==> src/hdl/rsim_pkg.sv <==
// Shared widths, constants and types of the run segment image moments block.
`timescale 1ns / 1ps
`default_nettype none

package rsim_pkg;

	localparam int CB = 10;

	localparam int LEN_W   = CB + 1;
	localparam int DIFF_W  = CB + 1;
	localparam int TRI_W   = 2 * CB + 1;
	localparam int SQ_W    = 2 * CB;
	localparam int LD_W    = 2 * CB + 3;
	localparam int S1_W    = 2 * CB + 2;
	localparam int CUBE_W  = 3 * CB + 1;
	localparam int PROD3_W = 3 * CB + 2;
	localparam int DT_W    = 3 * CB + 4;
	localparam int C11S_W  = 3 * CB + 4;

	localparam int W_AREA = 2 * CB + 1;
	localparam int W_M1   = 3 * CB + 1;
	localparam int W_C11  = 4 * CB + 2;
	localparam int W_C2   = 4 * CB + 1;

	localparam int IN_W      = 5 * CB + 1;
	localparam int IN_DATA_W = ((IN_W + 7) / 8) * 8;
	localparam int OUT_W      = W_AREA + 2 * W_M1 + W_C11 + 2 * W_C2;
	localparam int OUT_DATA_W = ((OUT_W + 7) / 8) * 8;

	localparam int QUEUE_DEPTH = 4;
	localparam int QPTR_W      = $clog2(QUEUE_DEPTH);
	localparam int QCNT_W      = $clog2(QUEUE_DEPTH + 1);

	localparam int BACK_STAGES = 4;
	// Items that may sit between the input port and the output register.
	localparam int PIPE_CAP    = 1 + QUEUE_DEPTH + BACK_STAGES + 1;
	localparam int PEND_W      = $clog2(PIPE_CAP + 1);

	// Inverse of three modulo 2^PROD3_W; exact division of a multiple of three.
	localparam longint unsigned INV3_FULL = (PROD3_W % 2 == 0) ?
		(((64'd1 << (PROD3_W + 1)) + 64'd1) / 64'd3) :
		(((64'd1 << PROD3_W) + 64'd1) / 64'd3);
	localparam logic [PROD3_W-1:0] INV3 = PROD3_W'(INV3_FULL);

	typedef struct packed {
		logic [CB-1:0]            x;
		logic [CB-1:0]            a;
		logic [LEN_W-1:0]         len;
		logic signed [DIFF_W-1:0] dx;
		logic signed [DIFF_W-1:0] dy0;
		logic                     last;
	} seg_item_t;

	typedef struct packed {
		logic      push;
		seg_item_t item;
	} q_wr_t;

	typedef struct packed {
		logic      valid;
		seg_item_t item;
	} q_rd_t;

	// Declared from the top field down, so the area lands in the lowest bits.
	typedef struct packed {
		logic [W_C2-1:0]   cmom_02;
		logic [W_C2-1:0]   cmom_20;
		logic [W_C11-1:0]  cmom_11;
		logic [W_M1-1:0]   mom_m01;
		logic [W_M1-1:0]   mom_m10;
		logic [W_AREA-1:0] area_m00;
	} moments_t;

endpackage

`default_nettype wire

==> src/hdl/rsim_front.sv <==
// Front end: input register that unpacks a segment and forms its centroid offsets.
`timescale 1ns / 1ps
`default_nettype none

module rsim_front
	import rsim_pkg::*;
(
	input  wire logic                 clk,
	input  wire logic                 arst_n,
	input  wire logic                 in_valid,
	output logic                      in_ready,
	input  wire logic [IN_DATA_W-1:0] in_data,
	input  wire logic                 in_last,
	output q_wr_t                     wr,
	input  wire logic                 q_full
);

	logic      valid_q;
	seg_item_t item_q;
	seg_item_t item_d;
	logic      push;

	always_comb begin
		item_d.x    = in_data[CB-1:0];
		item_d.a    = in_data[2*CB-1:CB];
		item_d.len  = in_data[3*CB:2*CB];
		// Offsets from the centroid, one bit wider so they stay signed.
		item_d.dx   = $signed({1'b0, in_data[CB-1:0]}) - $signed({1'b0, in_data[4*CB:3*CB+1]});
		item_d.dy0  = $signed({1'b0, in_data[2*CB-1:CB]}) - $signed({1'b0, in_data[5*CB:4*CB+1]});
		item_d.last = in_last;
	end

	assign push     = valid_q && !q_full;
	assign in_ready = !valid_q || !q_full;

	always_ff @(posedge clk or negedge arst_n) begin
		if (!arst_n) begin
			valid_q <= 1'b0;
		end else if (in_valid && in_ready) begin
			valid_q <= 1'b1;
		end else if (push) begin
			valid_q <= 1'b0;
		end
	end

	always_ff @(posedge clk) begin
		if (in_valid && in_ready) begin
			item_q <= item_d;
		end
	end

	assign wr.push = push;
	assign wr.item = item_q;

endmodule

`default_nettype wire

==> config.mk <==
export PLATFORM = sky130hd
export DESIGN_NAME = rsim_front
export DESIGN_NICKNAME = d
export VERILOG_FILES = /design/src/hdl/rsim_pkg.sv /design/src/hdl/rsim_front.sv
export SDC_FILE = /design/constraint.sdc
export NUM_CORES = 1
export LEC_CHECK = 0
export ABC_AREA = 0
export BUFFER_PORTS_ARGS = -buffer_cell sky130_fd_sc_hd__buf_2
export CAP_MARGIN = 20
export CELL_PAD_IN_SITES_DETAIL_PLACEMENT = 1
export CELL_PAD_IN_SITES_GLOBAL_PLACEMENT = 2
export CORE_MARGIN = 2
export CORE_UTILIZATION = 29
export DETAILED_ROUTE_END_ITERATION = 16
export HOLD_SLACK_MARGIN = 0.15
export PLACE_DENSITY = 0.74
export SYNTH_ARGS = -nofsm -noshare
export SYNTH_HDL_FRONTEND = slang
export SYNTH_SLANG_ARGS = --single-unit
==> constraint.sdc <==
create_clock -name clk -period 2.5 [get_ports clk]
set_clock_uncertainty 0.1 [all_clocks]
set_input_delay 0.25 -clock clk [delete_from_list [all_inputs] [get_ports clk]]
set_output_delay 0.25 -clock clk [all_outputs]
set_load 0.05 [all_outputs]
After elaboration in Yosys (flattened, before gate mapping):

Index checks and enable logic that the tools add are counted.

* reduce and logical (&&, ||, !) cells: 6
* muxes and demuxes: 2
* add/subtract/negate cells: 2

Operator list (number)
* $sub 10x10->11: 2
* $logic_and 1x1->1: 2
* $logic_not 1->1: 2
* $mux 1: 2
* $reduce_bool 2->1: 1
* $logic_or 1x1->1: 1

* register bits after elaboration: 55
* output and inout bits: 56
* bits of input ports: 61
* word-level logic and storage cells: 17

Logic depth before layout (Yosys ltp):

* depth after elaboration: 4
* mapped depth: 9
* gate-level depth less buffers: 9

Least setup slack after synthesis:

No wires, ideal clock.

* path kind: register to register
* start point: reg valid_q
* end point: reg item_q, in the netlist wr[0] (enable)
* data required time: 1.983 ns
* stages on the path, launching flop included: 3
* slack: -0.123 ns
* data arrival time: 2.106 ns
* buffers on the path: 0
* clock period less this slack: 2.623 ns
* library setup time: 0.417 ns
* cell sequence: dfrtp_1 nand2_1 and2_1

* word-level cells in the longest chain between the ends: 3

Ends and longest elaborated chain
* start, declared: RTL line rsim_front.sv:18 `logic valid_q;`
* start signal, assigned: RTL line rsim_front.sv:38 `valid_q <= 1'b0;`
* start signal, assigned: RTL line rsim_front.sv:40 `valid_q <= 1'b1;`
* start signal, assigned: RTL line rsim_front.sv:42 `valid_q <= 1'b0;`
* $logic_not 1->1: RTL line rsim_front.sv:34 `assign in_ready = !valid_q || !q_full;`
* $logic_or 1x1->1: RTL line rsim_front.sv:34
* via in_ready: RTL line rsim_front.sv:11 `output logic in_ready,`
* $logic_and 1x1->1: RTL line rsim_front.sv:47 `if (in_valid && in_ready) begin`
* end signal, assigned: RTL line rsim_front.sv:48 `item_q <= item_d;`
* end, declared: RTL line rsim_front.sv:19 `seg_item_t item_q;`

The timed path passes the listed nets, and every way through them passes these cells.
A chain may end at the register's enable or synchronous reset.

==> run_results.csv <==
group,metric,value,unit
run_status,status,"finished, final reports clean",
logic_synthesis,synthTopCellsByArea,"edfxtp_1 (63%), ha_1 (9.7%), inv_1 (3.6%)",
worst_setup_path,critPathRequiredTime,2580,ps
sta,max_freq,423,MHz
placed_design,io_buffer_count,111,
logic_synthesis,synth_top_area_share,0.630,
worst_setup_path,critPathKind,"in2reg",
cts,clockBufferDepth,2,
detailed_routing,via_per_inst,4.38,
floorplanning,rows,34,
placed_design,place_hpwl,4370,microns
logic_synthesis,ys_seq_elements,55,
floorplanning,io_pins,117,
worst_setup_path,critPathMaxFanout,3,
logic_synthesis,synth.net_count,265,
cts,cts.htree.levels,2,
logic_synthesis,synth_area_per_cell,14.1,sq um
logic_synthesis,synth_top_area_cell,"edfxtp_1",
cts,cts_root_buf,"clkbuf_8",
grt,track_usage,0.125,
grt,gr-total-overflow,0,
cts,clk_latency,300,ps
layout,mostFrequentLayoutCell,"buf_2",
worst_setup_path,startpoint_type,"input pin",
sta,grt_setup_unrepaired,"no",
grt,grt_pass1_wl,9740,microns
worst_setup_path,cpPeakStageDelay,530,ps
worst_setup_path,slowest_stage,"dlygate4sd3_1",
detailed_routing,vias,1952,
cts,cts.clk_slew.worst_paths,110,ps
detailed_routing,antenna_left,0,
floorplanning,die_y,98.2,microns
floorplanning,dieWidth,98.2,microns
detailed_routing,wl,6000,microns
sta,finalCriticalPeriod,2360,ps
worst_setup_path,critical_path.top_delay_family,"compound AO/OA/AOI/OAI gates",
grt,grt_util_met2,0.220,
worst_setup_path,cp_data_arrival_time,2440,ps
cts,cts_tree,"done",
detailed_routing,first_pass_iters,3,
logic_synthesis,yosys_warnings,0,
floorplanning,core_area,0.00868,sq mm
logic_synthesis,synth_area,0.00257,sq mm
worst_setup_path,path_cells,"dlygate4sd3_1 > buf_2 > inv_1 > ha_2 > inv_1 > fa_2 > a21o_1 > a41oi_2 > o21ai_2 > a221o_1 > a21oi_2",
grt,grt_pass1_vias,2056,
placed_design,globalplace.congestion,0.709,
detailed_routing,post_drt_wl_per_cell,13.4,microns
job,cap_violations,0,
sta,slew_viol_final,0,
detailed_routing,drt_iter0_drc,10,
layout,diodes,0,
floorplanning,initial_core_util,0.296,
cts,numCtsBuffers,5,
worst_hold_path,hold_path_class,"in2reg",
sta,hold_viol_final,0,
logic_synthesis,ys_seq_area_frac,0.640,
floorplanning,die_area,0.00964,sq mm
placed_design,dp.cells,401,
detailed_routing,drc,0,
layout,area_growth,45.8,%
worst_setup_path,crit_buf_inv,4,
grt,grt_use_met3,0.0272,
pwr,pwr_density_cell,611,mW/mm^2
pwr,p_leak,0.00168,uW
sta,setup_tns,0,ps
logic_synthesis,ys_types,31,
sta,tightest_slew,297,ps
sta,slew_headroom,0.802,
layout,n_fill_cell,971,
grt,grt-busiest-layer,"met2",
worst_setup_path,critPathMostFrequentCell,"inv_1",
layout,fin_cells,446,
grt,grt_max_degree,55,
sta,finalSetupViolations,0,
worst_setup_path,end_kind,"flop",
pwr,peakVddDrop,0.255,mV
logic_synthesis,synthCells,182,
cts,clock-sinks,55,
sta,period_share,0.945,
layout,layout_common_cells,"buf_2 (111), edfxtp_1 (54), dlygate4sd3_1 (36)",
grt,met1_usage,0.154,
layout,drive_gt1_frac,0.391,
grt,antenna_found_initial,0,
layout,nets,420,
[worst paths after layout]
kind	end	slack [ps]	startpoint	cells after the start
hold reg to reg	wr[25]$_DFFE_PP_	960	valid_q$_DFFE_PN0P_	3
setup / recovery	wr[22]$_DFFE_PP_	140	in_data[0]	11
hold / removal	wr[1]$_DFFE_PP_	210	in_data[41]	3
setup reg to reg	wr[4]$_DFFE_PP_	1110	valid_q$_DFFE_PN0P_	3
max in group asynchronous	valid_q$_DFFE_PN0P_	1520	arst_n	3
min in group asynchronous	valid_q$_DFFE_PN0P_	680	arst_n	3
[state kept, by name (all words and copies together), names as in the netlist]
signal and cells:
valid_q 1, wr 54
[cells in the mapped netlist, drive strengths merged]
cell type  count
nor2b          7
or2            2
a41oi          1
nor2           2
inv           25
edfxtp        54
xor2           8
xnor2          6
o21a           2
a31oi          2
a21oi         14
o2111ai        2
and3           2
a221o          2
dfrtp          1
o21ai          9
and2           1
nand2b         3
nand3          2
buf            1
a21o           5
nand2          2
o31ai          2
nand4          1
fa             2
nor3           2
o31a           2
ha            20
[stage by stage]
| step | area (sq um) | hold WS (ps) | power, uW | util | worst slack [ps] |
|---|---|---|---|---|---|
| after floorplan | 2570 | -146 | 1580 | - | 440 |
| after global placement | 3280 | -74.0 | 1730 | 0.378 | 274 |
| after detailed placement | 3280 | -73.7 | 1750 | 0.378 | 218 |
| after CTS | 3730 | 195 | 2330 | 0.430 | 8.19 |
| after global routing | 3750 | 212 | 2410 | 0.432 | 6.00 |
| final | 3750 | 211 | 2290 | 0.432 | 138 |
[metal layers]
layer / routed length (microns) / part of all wire / vias up
met4: 86 / 0.014 / 0
met1: 2520 / 0.42 / 912
met5: 0 / 0 / -
met2: 3090 / 0.51 / 59
met3: 303 / 0.051 / 9
li1: - / - / 972
[worst register-to-register path, cell delays in order (launching register included)]
cell and delay, ps:
dfrtp_1 400, nand2_1 100, and2_2 170, buf_12 280
[area by class of cell]
type / instances / area [sq um] / share of cell area
Clock buffer: 5 / 68.8 / 0.0183
Clock inverter: 3 / 26.3 / 0.00700
Inverter: 25 / 93.8 / 0.0250
Multi-Input combinational cell: 101 / 837 / 0.223
Sequential cell: 55 / 1650 / 0.439
Tap cell: 108 / 135 / 0.0360
Timing Repair Buffer: 149 / 943 / 0.252
[cell families (layout without fill, tap and decap cells)]
family / after synthesis / after routing / share of synthesized area
adder cells (fa/ha/maj): 22 / 22 / 0.113
XOR/XNOR: 14 / 14 / 0.0477
buffers and inverters: 26 / 182 / 0.0394
AO/OA/AOI/OAI: 41 / 41 / 0.107
AND/OR/NAND/NOR: 24 / 24 / 0.0525
flip-flops: 55 / 55 / 0.640
[power breakdown]
| group | leakage [uW] | internal (uW) | switching [uW] |
|---|---|---|---|
| sequential | 0.000524 | 1110 | 15.1 |
| clock | 0.0000491 | 207 | 317 |
| combinational | 0.00110 | 219 | 427 |
[timing repair]
item | CTS | global route
setup endpoints to repair | 0 | 4
gates resized for setup | 0 | 4
buffers inserted | 0 | 1
endpoints found under the hold margin | 34 | 0
hold buffers | 36 | 0
Power figures use the tool's default switching activity.
