### config.mk
export PLATFORM = sky130hd
export DESIGN_NAME = rsim_queue
export DESIGN_NICKNAME = d
export VERILOG_FILES = /design/src/hdl/rsim_pkg.sv /design/src/hdl/rsim_queue.sv
export SDC_FILE = /design/constraint.sdc
export NUM_CORES = 1
export LEC_CHECK = 0
export ABC_AREA = 0
export BUFFER_PORTS_ARGS = -buffer_cell sky130_fd_sc_hd__buf_2
export CAP_MARGIN = 20
export CORE_ASPECT_RATIO = 1.25
export CORE_MARGIN = 2
export CORE_UTILIZATION = 50
export DETAILED_ROUTE_END_ITERATION = 10
export HOLD_SLACK_MARGIN = 0.1
export PLACE_DENSITY = 0.71
export SLEW_MARGIN = 20
export SYNTH_ARGS = -nofsm -noshare
export SYNTH_HDL_FRONTEND = slang
export SYNTH_SLANG_ARGS = --single-unit
### constraint.sdc
create_clock -name clk -period 4.1 [get_ports clk]
set_clock_uncertainty 0.05 [all_clocks]
set_input_delay 0.615 -clock clk [delete_from_list [all_inputs] [get_ports clk]]
set_output_delay 0.615 -clock clk [all_outputs]
set_load 0.02 [all_outputs]
### src/hdl/rsim_pkg.sv
// Shared widths, constants and types of the run segment image moments block.
`timescale 1ns / 1ps
`default_nettype none

package rsim_pkg;

	localparam int CB = 10;

	localparam int LEN_W   = CB + 1;
	localparam int DIFF_W  = CB + 1;
	localparam int TRI_W   = 2 * CB + 1;
	localparam int SQ_W    = 2 * CB;
	localparam int LD_W    = 2 * CB + 3;
	localparam int S1_W    = 2 * CB + 2;
	localparam int CUBE_W  = 3 * CB + 1;
	localparam int PROD3_W = 3 * CB + 2;
	localparam int DT_W    = 3 * CB + 4;
	localparam int C11S_W  = 3 * CB + 4;

	localparam int W_AREA = 2 * CB + 1;
	localparam int W_M1   = 3 * CB + 1;
	localparam int W_C11  = 4 * CB + 2;
	localparam int W_C2   = 4 * CB + 1;

	localparam int IN_W      = 5 * CB + 1;
	localparam int IN_DATA_W = ((IN_W + 7) / 8) * 8;
	localparam int OUT_W      = W_AREA + 2 * W_M1 + W_C11 + 2 * W_C2;
	localparam int OUT_DATA_W = ((OUT_W + 7) / 8) * 8;

	localparam int QUEUE_DEPTH = 4;
	localparam int QPTR_W      = $clog2(QUEUE_DEPTH);
	localparam int QCNT_W      = $clog2(QUEUE_DEPTH + 1);

	localparam int BACK_STAGES = 4;
	// Items that may sit between the input port and the output register.
	localparam int PIPE_CAP    = 1 + QUEUE_DEPTH + BACK_STAGES + 1;
	localparam int PEND_W      = $clog2(PIPE_CAP + 1);

	// Inverse of three modulo 2^PROD3_W; exact division of a multiple of three.
	localparam longint unsigned INV3_FULL = (PROD3_W % 2 == 0) ?
		(((64'd1 << (PROD3_W + 1)) + 64'd1) / 64'd3) :
		(((64'd1 << PROD3_W) + 64'd1) / 64'd3);
	localparam logic [PROD3_W-1:0] INV3 = PROD3_W'(INV3_FULL);

	typedef struct packed {
		logic [CB-1:0]            x;
		logic [CB-1:0]            a;
		logic [LEN_W-1:0]         len;
		logic signed [DIFF_W-1:0] dx;
		logic signed [DIFF_W-1:0] dy0;
		logic                     last;
	} seg_item_t;

	typedef struct packed {
		logic      push;
		seg_item_t item;
	} q_wr_t;

	typedef struct packed {
		logic      valid;
		seg_item_t item;
	} q_rd_t;

	// Declared from the top field down, so the area lands in the lowest bits.
	typedef struct packed {
		logic [W_C2-1:0]   cmom_02;
		logic [W_C2-1:0]   cmom_20;
		logic [W_C11-1:0]  cmom_11;
		logic [W_M1-1:0]   mom_m01;
		logic [W_M1-1:0]   mom_m10;
		logic [W_AREA-1:0] area_m00;
	} moments_t;

endpackage

`default_nettype wire

### src/hdl/rsim_queue.sv
// Small flop-based FIFO that decouples the front end from the arithmetic back end.
`timescale 1ns / 1ps
`default_nettype none

module rsim_queue
	import rsim_pkg::*;
(
	input  wire logic  clk,
	input  wire logic  arst_n,
	input  q_wr_t      wr,
	output logic       full,
	output q_rd_t      rd,
	input  wire logic  pop
);

	seg_item_t         mem_q [QUEUE_DEPTH];
	logic [QPTR_W-1:0] wr_ptr_q;
	logic [QPTR_W-1:0] rd_ptr_q;
	logic [QCNT_W-1:0] count_q;
	logic              do_push;
	logic              do_pop;

	assign full     = (count_q == QCNT_W'(QUEUE_DEPTH));
	assign rd.valid = (count_q != '0);
	assign rd.item  = mem_q[rd_ptr_q];
	assign do_push  = wr.push && !full;
	assign do_pop   = pop && rd.valid;

	always_ff @(posedge clk or negedge arst_n) begin
		if (!arst_n) begin
			wr_ptr_q <= '0;
			rd_ptr_q <= '0;
			count_q  <= '0;
		end else begin
			if (do_push) begin
				wr_ptr_q <= (wr_ptr_q == QPTR_W'(QUEUE_DEPTH - 1)) ? '0 : wr_ptr_q + 1'b1;
			end
			if (do_pop) begin
				rd_ptr_q <= (rd_ptr_q == QPTR_W'(QUEUE_DEPTH - 1)) ? '0 : rd_ptr_q + 1'b1;
			end
			if (do_push && !do_pop) begin
				count_q <= count_q + 1'b1;
			end else if (do_pop && !do_push) begin
				count_q <= count_q - 1'b1;
			end
		end
	end

	always_ff @(posedge clk) begin
		if (do_push) begin
			mem_q[wr_ptr_q] <= wr.item;
		end
	end

endmodule

`default_nettype wire

Word-level counts from Yosys, hierarchy flattened. Memories as Yosys holds them, arrays and structs flattened. Index checks and enable logic that the tools add are counted.

Register bits after elaboration: 7. Memory bits (writable): 216. Input port bits: 58. Output and inout port bits: 56. Word-level logic and storage cells: 26. Memories: 1.

Memory list: mem_q (words 4, bits a word 54, read ports 1, clocked after Yosys merged registers in 0, wr ports 1, RTL line rsim_queue.sv:16) `seg_item_t mem_q [QUEUE_DEPTH];`.

$add $sub $neg: 4. Equal/unequal tests: 3. Multiplexer cells: 6. Reduce and logical (&&, ||, !) cells: 9.

Operators with widths (count): 3-bit two-way mux (2); 2-bit by 1-bit adder with 2-bit output, second input constant (2); 2-bit == test, second input constant (2); 1-bit logical AND (4); 2-bit two-way mux (2); 3-bit by 1-bit adder with 3-bit output, second input constant (1); 3-bit == test, second input constant (1); 1-bit logical NOT (3); 3-bit nonzero test (1); 3-bit by 1-bit subtractor with 3-bit output, second input constant (1); 1-bit two-way mux (2); 2-bit nonzero test (1).

Logic depth before layout (Yosys ltp). Gate-level depths: netlist of the first run.

Depth in word-level cells: 7. Mapped depth: 8. Mapped depth without buffers: 8.

Least setup slack after synthesis of the first run. No wires, ideal clock.

Kind: input to register. Start point: input port wr[54] in the netlist's numbering. End point: memory mem_q[3][0] in the netlist's numbering, enable pin. Setup time: 0.467 ns. Data arrival time: 2.942 ns. Required time: 3.583 ns. Setup slack: 0.641 ns. Stages on the path: 2. Path buffers: 0. Cell sequence: nand2_1 nor2_1.

Word-level cells in the longest chain between the ends: 3.

RTL lines: start, declared (RTL line rsim_queue.sv:10) `input q_wr_t wr,`; 1-bit logical AND (RTL line rsim_queue.sv:26) `assign do_push = wr.push && !full;`; 1-bit two-way mux (RTL line rsim_queue.sv:50) `if (do_push) begin`; 1-bit two-way mux (implied by the code) (RTL line rsim_queue.sv:51) `mem_q[wr_ptr_q] <= wr.item;`; end, declared (RTL line rsim_queue.sv:16).

Every way passes these cells.

==> results of run 1 <==
## per-stage QoR
step                hold slack, ns   util  instances
global placement             0.410  0.563        646
finish                       0.290  0.607        685
detailed placement           0.413  0.563        646
global route                 0.283  0.607        684
CTS                          0.273  0.607        684
floorplan                    0.269      -        319
## how the worst min path moves through the flow
| stage | startpoint | end | depth (start not counted) |
|---|---|---|---|
| 2_1_floorplan | arst_n | count_q[0]$_DFFE_PN0P_ | 0 |
| 3_3_place_gp | arst_n | count_q[0]$_DFFE_PN0P_ | 1 |
| 3_5_place_dp | arst_n | count_q[0]$_DFFE_PN0P_ | 1 |
| 4_1_cts | wr[53] | mem_q[0][53]$_DFFE_PP_ | 1 |
| 5_1_grt | wr[53] | mem_q[0][53]$_DFFE_PP_ | 1 |
| 6_report | wr[5] | mem_q[3][5]$_DFFE_PP_ | 1 |
## metal layers
metal | GRT usage | up-vias | part of all wire
li1 | - | 1627 | -
met3 | 0.0413 | 22 | 0.070
met1 | 0.216 | 1887 | 0.39
met2 | 0.283 | 117 | 0.52
met4 | 0.0506 | 4 | 0.021
met5 | 0 | - | 0.0021
## sequential cells by signal (all words and copies together) (netlist names)
name and count:
count_q 3, mem_q 216, rd_ptr_q 2, wr_ptr_q 2
## critical path, cell delays in order, from the launching register on
cell,delay (ns)
dfrtp_4,0.71
buf_12,0.33
mux4_2,0.58
buf_2,0.18
## cell usage after synthesis
master | n | area, um^2
and2_1 | 3 | 18.8
buf_2 | 6 | 30.0
buf_4 | 1 | 7.51
buf_6 | 5 | 56.3
dfrtp_1 | 7 | 175
edfxtp_1 | 216 | 6490
fa_1 | 1 | 20.0
ha_1 | 6 | 75.1
inv_1 | 3 | 11.3
mux2_2 | 5 | 56.3
mux4_2 | 54 | 1220
nand2_1 | 1 | 3.75
nand2_2 | 1 | 6.26
nor2_1 | 4 | 15.0
nor2b_2 | 1 | 8.76
nor3b_2 | 1 | 12.5
or3_4 | 1 | 11.3
xnor2_1 | 1 | 8.76
xor2_1 | 2 | 17.5
## where the power goes
group	switching, W	internal, W	total (W)
clock	0.000756	0.00119	0.00195
sequential	0.000189	0.00301	0.00320
combinational	0.00131	0.000956	0.00226
total	0.00225	0.00516	0.00741
## cell type report
class	instances	area, um^2	share of cell area
antenna	1	2.50	0.000255
clock buffer	30	589	0.0602
clock inverter	7	111	0.0114
inverter	3	11.3	0.00115
multi-input combinational	81	1480	0.151
sequential	223	6670	0.681
tap	216	270	0.0276
timing repair buffer	124	663	0.0677
## logic make-up after synthesis
group | count (synthesis) | synth area share
buffers and inverters | 15 | 0.0128
adder cells (fa/ha/maj) | 7 | 0.0115
AND/OR/NAND/NOR | 12 | 0.00927
multiplexers | 59 | 0.154
flip-flops | 223 | 0.809
XOR/XNOR | 3 | 0.00319
==> flow_summary.toml, run 1 <==
[outcome]
outcome = "complete, no violations"

[detailed_routing]
routedWlPerCell_um = 20.8
vias = 3657
drt_iter0_drc = 232
wl_um = 14200
drt_first_pass_iters = 4
vias_per_cell = 5.34
drtAntennaViolNets = 0
route.detailed.drc = 0

[sta]
setup_slack_ns = 1.11
tns_ns = 0
relSlewSlack = 0.458
timing.final.crit_period_ns = 2.99
rsz0062_at_grt = "no"
tightest_slew_ns = 0.814
period_share = 0.730
slew_viol_final = 0
hold_viol = 0
finalSetupViolCount = 0
max_freq_mhz = 334

[final_layout]
final_nets = 519
syn_to_final_growth_pct = 18.9
final_common_cell = "edfxtp_1"
nFillCells = 1193
mostFrequentLayoutCells = "216 x edfxtp_1, 113 x buf_2, 54 x mux4_2"
fin_area_um2 = 9800
drive_gt1_frac = 0.472

[worst_setup_path]
cp.required_ns = 3.43
crit_path_start_kind = "flop"
cp-end-kind = "output pin"
reg2reg_from = "count_q[2]$_DFFE_PN0P_"
r2r-end = "mem_q[0][49]$_DFFE_PP_"
critical_path.endpoint = "rd[26]"
crit_type = "flop to output pin"
worstPathArrival_ns = 2.33
critPathMaxFanout = 36
reg2reg_depth = 4
reg2reg_setup_slack_ns = 1.69
crit_path_start = "rd_ptr_q[0]$_DFFE_PN0P_"

[floorplanning]
die_h_um = 148
start_util = 0.510
rows = 52
die_x_um = 119
die-area_um2 = 17500
core-area_um2 = 16100
ios = 114

[global_routing]
grt_max_degree = 49
track_usage = 0.167
grt_pass1_wl_um = 22200
antenna_found_initial = 2
grt_overflow = 0
grt_pass1_vias = 3988

[synth]
syn-cell-area_um2 = 8240
yosysWarnings = 0
synthDistinctLibCells = 19
ys_seq_elements = 223
synth.net_count = 384
syn_area_per_cell_um2 = 25.8
syn_inst = 319
synth-seq-area-share = 0.809

[power_and_ir_drop]
ir_worst_vdd_mv = 0.518
p_leak_nw = 3.38
p_per_area_nw_per_um2 = 757
power_w = 0.00741

[clock_tree]
cts-hold-fix-buffers = 1
clock_latency_ns = 0.48
postCtsSetupBuffers = 0
h-tree-depth = 1
cts_resized = 0
cts.path.max_buffers = 3
cts_tree = "yes"
cts_inserted_buffers = 21
clk_pin_slew_worst_paths_ns = 0.06
cts_sinks = 223
cts_root_buf = "clkbuf_16"

[worst_hold_path]
hold_path.class = "primary input to flop"

[run]
maxCapViolations = 0

[place]
io_buffers = 113
postPlaceCellArea_um2 = 9080
gp_congestion = 0.718
dp_slack_ns = 1.53
dp_hpwl_um = 8850
Note: power is estimated with default switching activity, not from simulation.
==> run 2, diff against run 1 <==
Settings changed: PLACE_DENSITY 0.71 to 0.74.
Clock period 4.1 ns to 2.43 ns, I/O delays scaled along.
==> flow_summary.toml, run 2 (synthesis results as in run 1) <==
[place]
gp_congestion = 0.721
dp_hpwl_um = 8370
postPlaceCellArea_um2 = 9150
io_buffers = 113

[global_routing]
grt_pass1_wl_um = 23000
antenna_found_initial = 1
grt_pass1_vias = 4313
track_usage = 0.171
grt_overflow = 0
grt_max_degree = 55

[worst_setup_path]
worstPathArrival_ns = 1.96
critPathSlowestCell = "mux4_2"
path_cells = "buf_16 -> mux4_2 -> buf_2"
cp.required_ns = 2.02
crit_family = "multiplexers"
slowest_delay_ns = 0.56
crit_type = "flop to output pin"
crit_path_start_kind = "flop"
cp-end-kind = "output pin"
critPathMaxFanout = 31
critical_path_buf_inv_count = 2

[sta]
max_freq_mhz = 421
slew_viol_final = 0
hold_viol = 0
relSlewSlack = 0.682
finalSetupViolCount = 0
tightest_slew_ns = 0.478
rsz0062_at_grt = "no"
period_share = 0.977
timing.final.crit_period_ns = 2.37

[floorplanning]
ios = 114
die_x_um = 119
rows = 52
core-area_um2 = 16100
start_util = 0.510
die-area_um2 = 17500
die_h_um = 148

[power_and_ir_drop]
p_leak_nw = 3.60
p_per_area_nw_per_um2 = 1210
ir_worst_vdd_mv = 0.847
power_w = 0.0125

[detailed_routing]
vias_per_cell = 5.29
drtAntennaViolNets = 0
wl_um = 14600
drt_iter0_drc = 245
routedWlPerCell_um = 19.7
vias = 3911
route.detailed.drc = 0
drt_first_pass_iters = 4

[clock_tree]
cts_sinks = 223
cts_inserted_buffers = 22
cts.path.max_buffers = 3
postCtsSetupBuffers = 0
clock_latency_ns = 0.49
clk_pin_slew_worst_paths_ns = 0.06
cts_root_buf = "clkbuf_16"
cts_tree = "yes"
h-tree-depth = 1

[final_layout]
final_common_cell = "edfxtp_1"
final_nets = 575
seqCellArea_um2 = 6670
mostFrequentLayoutCells = "216 x edfxtp_1, 113 x buf_2, 55 x dlygate4sd3_1"
regMostFlops = "mem_q"
largest_reg_flops = 216
reg.largest.list = "mem_q (216), count_q (3)"
fin_area_um2 = 10400
drive_gt1_frac = 0.417
syn_to_final_growth_pct = 25.9
multi_input_area_um2 = 1480
nFillCells = 1115

[outcome]
outcome = "complete, no violations"

[worst_hold_path]
hold_path.class = "primary input to asynchronous set/reset pin"

[run]
maxCapViolations = 0
==> run 2: changes by cell type in the layout (fill, tap and decap cells not counted), sizes merged <==
cell	delta
dlygate4sd3	+54
clkinv	+3
bufinv	-2
buf	+1
inv	-1
==> run 2: through the flow <==
stage,TNS (ns),hold WS [ns],setup slack [ns],instances,util
2_1_floorplan,-3.82,0.0189,-0.0708,319,-
3_3_place_gp,0,0.157,0.349,647,0.567
3_5_place_dp,0,0.165,0.260,647,0.567
4_1_cts,0,0.176,0.0184,739,0.642
5_1_grt,0,0.206,0.00389,739,0.643
6_report,0,0.190,0.0566,740,0.643
==> run 2: worst paths after layout <==
kind	start	end	slack, ns	cells past startpoint
setup / recovery	rd_ptr_q[0]$_DFFE_PN0P_	rd[2]	0.06	3
hold / removal	arst_n	count_q[2]$_DFFE_PN0P_	0.19	2
setup reg to reg	count_q[0]$_DFFE_PN0P_	count_q[2]$_DFFE_PN0P_	0.26	8
hold reg to reg	count_q[2]$_DFFE_PN0P_	count_q[2]$_DFFE_PN0P_	0.46	1
max in group asynchronous	arst_n	rd_ptr_q[1]$_DFFE_PN0P_	1.95	2
min in group clk	pop	rd_ptr_q[0]$_DFFE_PN0P_	0.19	3
==> run 2: layout make-up <==
| class | count | share of cell area |
|---|---|---|
| sequential | 223 | 0.643 |
| multi-input combinational | 81 | 0.143 |
| timing repair buffer | 179 | 0.124 |
| clock buffer | 30 | 0.0580 |
| tap | 216 | 0.0261 |
| clock inverter | 7 | 0.00519 |
| inverter | 3 | 0.00109 |
| antenna | 1 | 0.000241 |
==> run 2: per-layer routing <==
metal,GRT usage,share of wire,up-vias
met5,0,0,-
met4,0.0548,0.024,0
met3,0.0324,0.048,22
met2,0.311,0.54,99
met1,0.206,0.39,2053
li1,-,-,1737
==> run 2: timing repair <==
item / CTS / global route
hold buffers: 55 / 0
resized for setup: 1 / 1
endpoints found under the hold margin: 223 / 0
endpoints found under the setup margin: 20 / 3
==> run 2: report_power, final <==
group          switching (W)  internal, W  total, W
registers           0.000280      0.00509   0.00537
clock network        0.00128      0.00182   0.00310
logic                0.00228      0.00177   0.00406
total                0.00384      0.00869    0.0125
==> run 2: worst reg2reg max path: stages, from the launching register on <==
cell and delay, ns:
dfrtp_1 0.44, or3_4 0.42, nand2_2 0.10, ha_1 0.20, inv_1 0.07, fa_1 0.38, xor2_1 0.17, nor2_1 0.13
xor2_1 0.15
==> run 3, diff against run 2 <==
--- a/constraint.sdc
+++ b/constraint.sdc
@@ -3,3 +3,3 @@
 set_input_delay 0.3645 -clock clk [delete_from_list [all_inputs] [get_ports clk]]
 set_output_delay 0.3645 -clock clk [all_outputs]
-set_load 0.02 [all_outputs]
+set_load 0.01 [all_outputs]
==> flow_summary.toml, run 3 (synthesis results as in run 1) <==
[sta]
setup_slack_ns = 0.0840
max_freq_mhz = 426
period_share = 0.965
tns_ns = 0
timing.final.crit_period_ns = 2.35
relSlewSlack = 0.665
finalSetupViolCount = 0
tightest_slew_ns = 0.502
hold_viol = 0
slew_viol_final = 0
rsz0062_at_grt = "no"

[global_routing]
grt_max_degree = 33
grt_pass1_vias = 4304
antenna_found_initial = 1
grt_pass1_wl_um = 23400
track_usage = 0.174
grt_overflow = 0

[floorplanning]
die_x_um = 119
ios = 114
core-area_um2 = 16100
start_util = 0.510
die_h_um = 148
rows = 52
die-area_um2 = 17500

[final_layout]
reg.largest.list = "mem_q (216), count_q (3)"
largest_reg_flops = 216
nFillCells = 1111
final_nets = 576
final_common_cell = "edfxtp_1"
mostFrequentLayoutCells = "216 x edfxtp_1, 113 x buf_2, 55 x dlygate4sd3_1"
syn_to_final_growth_pct = 26.6
fin_area_um2 = 10400
regMostFlops = "mem_q"
drive_gt1_frac = 0.430
instances_no_fill = 742

[detailed_routing]
drt_iter0_drc = 182
drtAntennaViolNets = 0
drt_first_pass_iters = 4
route.detailed.drc = 0
routedWlPerCell_um = 20.4
wl_um = 15100
vias = 3932
vias_per_cell = 5.30

[clock_tree]
clock_latency_ns = 0.48
cts_inserted_buffers = 22
cts_sinks = 223
cts.path.max_buffers = 3
clk_pin_slew_worst_paths_ns = 0.06
h-tree-depth = 1
cts_tree = "yes"
cts_root_buf = "clkbuf_16"

[power_and_ir_drop]
p_leak_nw = 3.64
switching_power_w = 0.00342
p_per_area_nw_per_um2 = 1180
swShare = 0.278
clkPwrFrac = 0.272
ir_worst_vdd_mv = 0.848
combPwrFrac = 0.290
pwr-share-seq = 0.437
power.internal_w = 0.00887
power_w = 0.0123

[worst_setup_path]
cp.required_ns = 2.02
worstPathArrival_ns = 1.93
crit_path_start_kind = "flop"
cp-end-kind = "output pin"
reg2reg_setup_slack_ns = 0.26
critPathMaxFanout = 31
crit_type = "flop to output pin"

[run]
maxCapViolations = 0

[place]
dp_hpwl_um = 8670
dp_slack_ns = 0.275
io_buffers = 113
postPlaceCellArea_um2 = 9150
gp_congestion = 0.735
dp.cells = 648

[outcome]
outcome = "complete, no violations"

[worst_hold_path]
hold_path.class = "primary input to asynchronous set/reset pin"
-- run 3: changes by cell type in the layout (fill, tap and decap cells not counted), sizes merged --
cell,delta
bufinv,+2
clkinvlp,+1
clkinv,+4
clkbuf,-6
buf,+1
-- run 3: area by class of cell --
class,count,area (um^2),area share
antenna,1,2.50,0.000240
clock buffer,24,579,0.0556
clock inverter,14,141,0.0136
inverter,3,11.3,0.00108
multi-input combinational,81,1480,0.142
sequential,223,6670,0.640
tap,216,270,0.0259
timing repair buffer,180,1270,0.122
-- run 3: final timing paths --
| path | start | to | cells past startpoint |
|---|---|---|---|
| max | rd_ptr_q[0]$_DFFE_PN0P_ | rd[2] | 3 |
| min | arst_n | count_q[0]$_DFFE_PN0P_ | 2 |
| max reg2reg | count_q[0]$_DFFE_PN0P_ | count_q[2]$_DFFE_PN0P_ | 8 |
| min reg2reg | count_q[2]$_DFFE_PN0P_ | count_q[2]$_DFFE_PN0P_ | 1 |
| max in group asynchronous | arst_n | rd_ptr_q[1]$_DFFE_PN0P_ | 2 |
| min in group clk | pop | rd_ptr_q[1]$_DFFE_PN0P_ | 3 |
-- run 3: timing repair --
item                       CTS  global route
resized for setup            1             0
hold buffers                55             0
buffers inserted             0             0
hold endpoints to repair   223             0
setup endpoints to repair   14             0
-- run 3: metrics by stage --
| step | hold slack [ns] | utilization |
|---|---|---|
| 2_1_floorplan | 0.0189 | - |
| 3_3_place_gp | 0.157 | 0.567 |
| 3_5_place_dp | 0.162 | 0.567 |
| 4_1_cts | 0.180 | 0.646 |
| 5_1_grt | 0.201 | 0.646 |
| 6_report | 0.189 | 0.646 |
-- run 3: power groups by stage --
stage	Combinational, W	Clock (W)	Sequential [W]
after floorplan	0.00238	0	0.00530
after global placement	0.00354	0	0.00539
after detailed placement	0.00357	0	0.00545
after CTS	0.00367	0.00342	0.00539
after global routing	0.00385	0.00356	0.00545
final	0.00357	0.00335	0.00537
-- run 3: layer usage --
| layer | part of all wire | vias up | GRT usage |
|---|---|---|---|
| met5 | 0 | - | 0 |
| met4 | 0.021 | 0 | 0.0518 |
| met3 | 0.045 | 24 | 0.0336 |
| met2 | 0.55 | 109 | 0.321 |
| met1 | 0.39 | 2053 | 0.207 |
| li1 | - | 1746 | - |
-- run 3: worst max-delay path: stages (launching register included) --
cell	delay [ns]
dfrtp_4	0.44
buf_12	0.27
mux4_2	0.57
buf_2	0.16
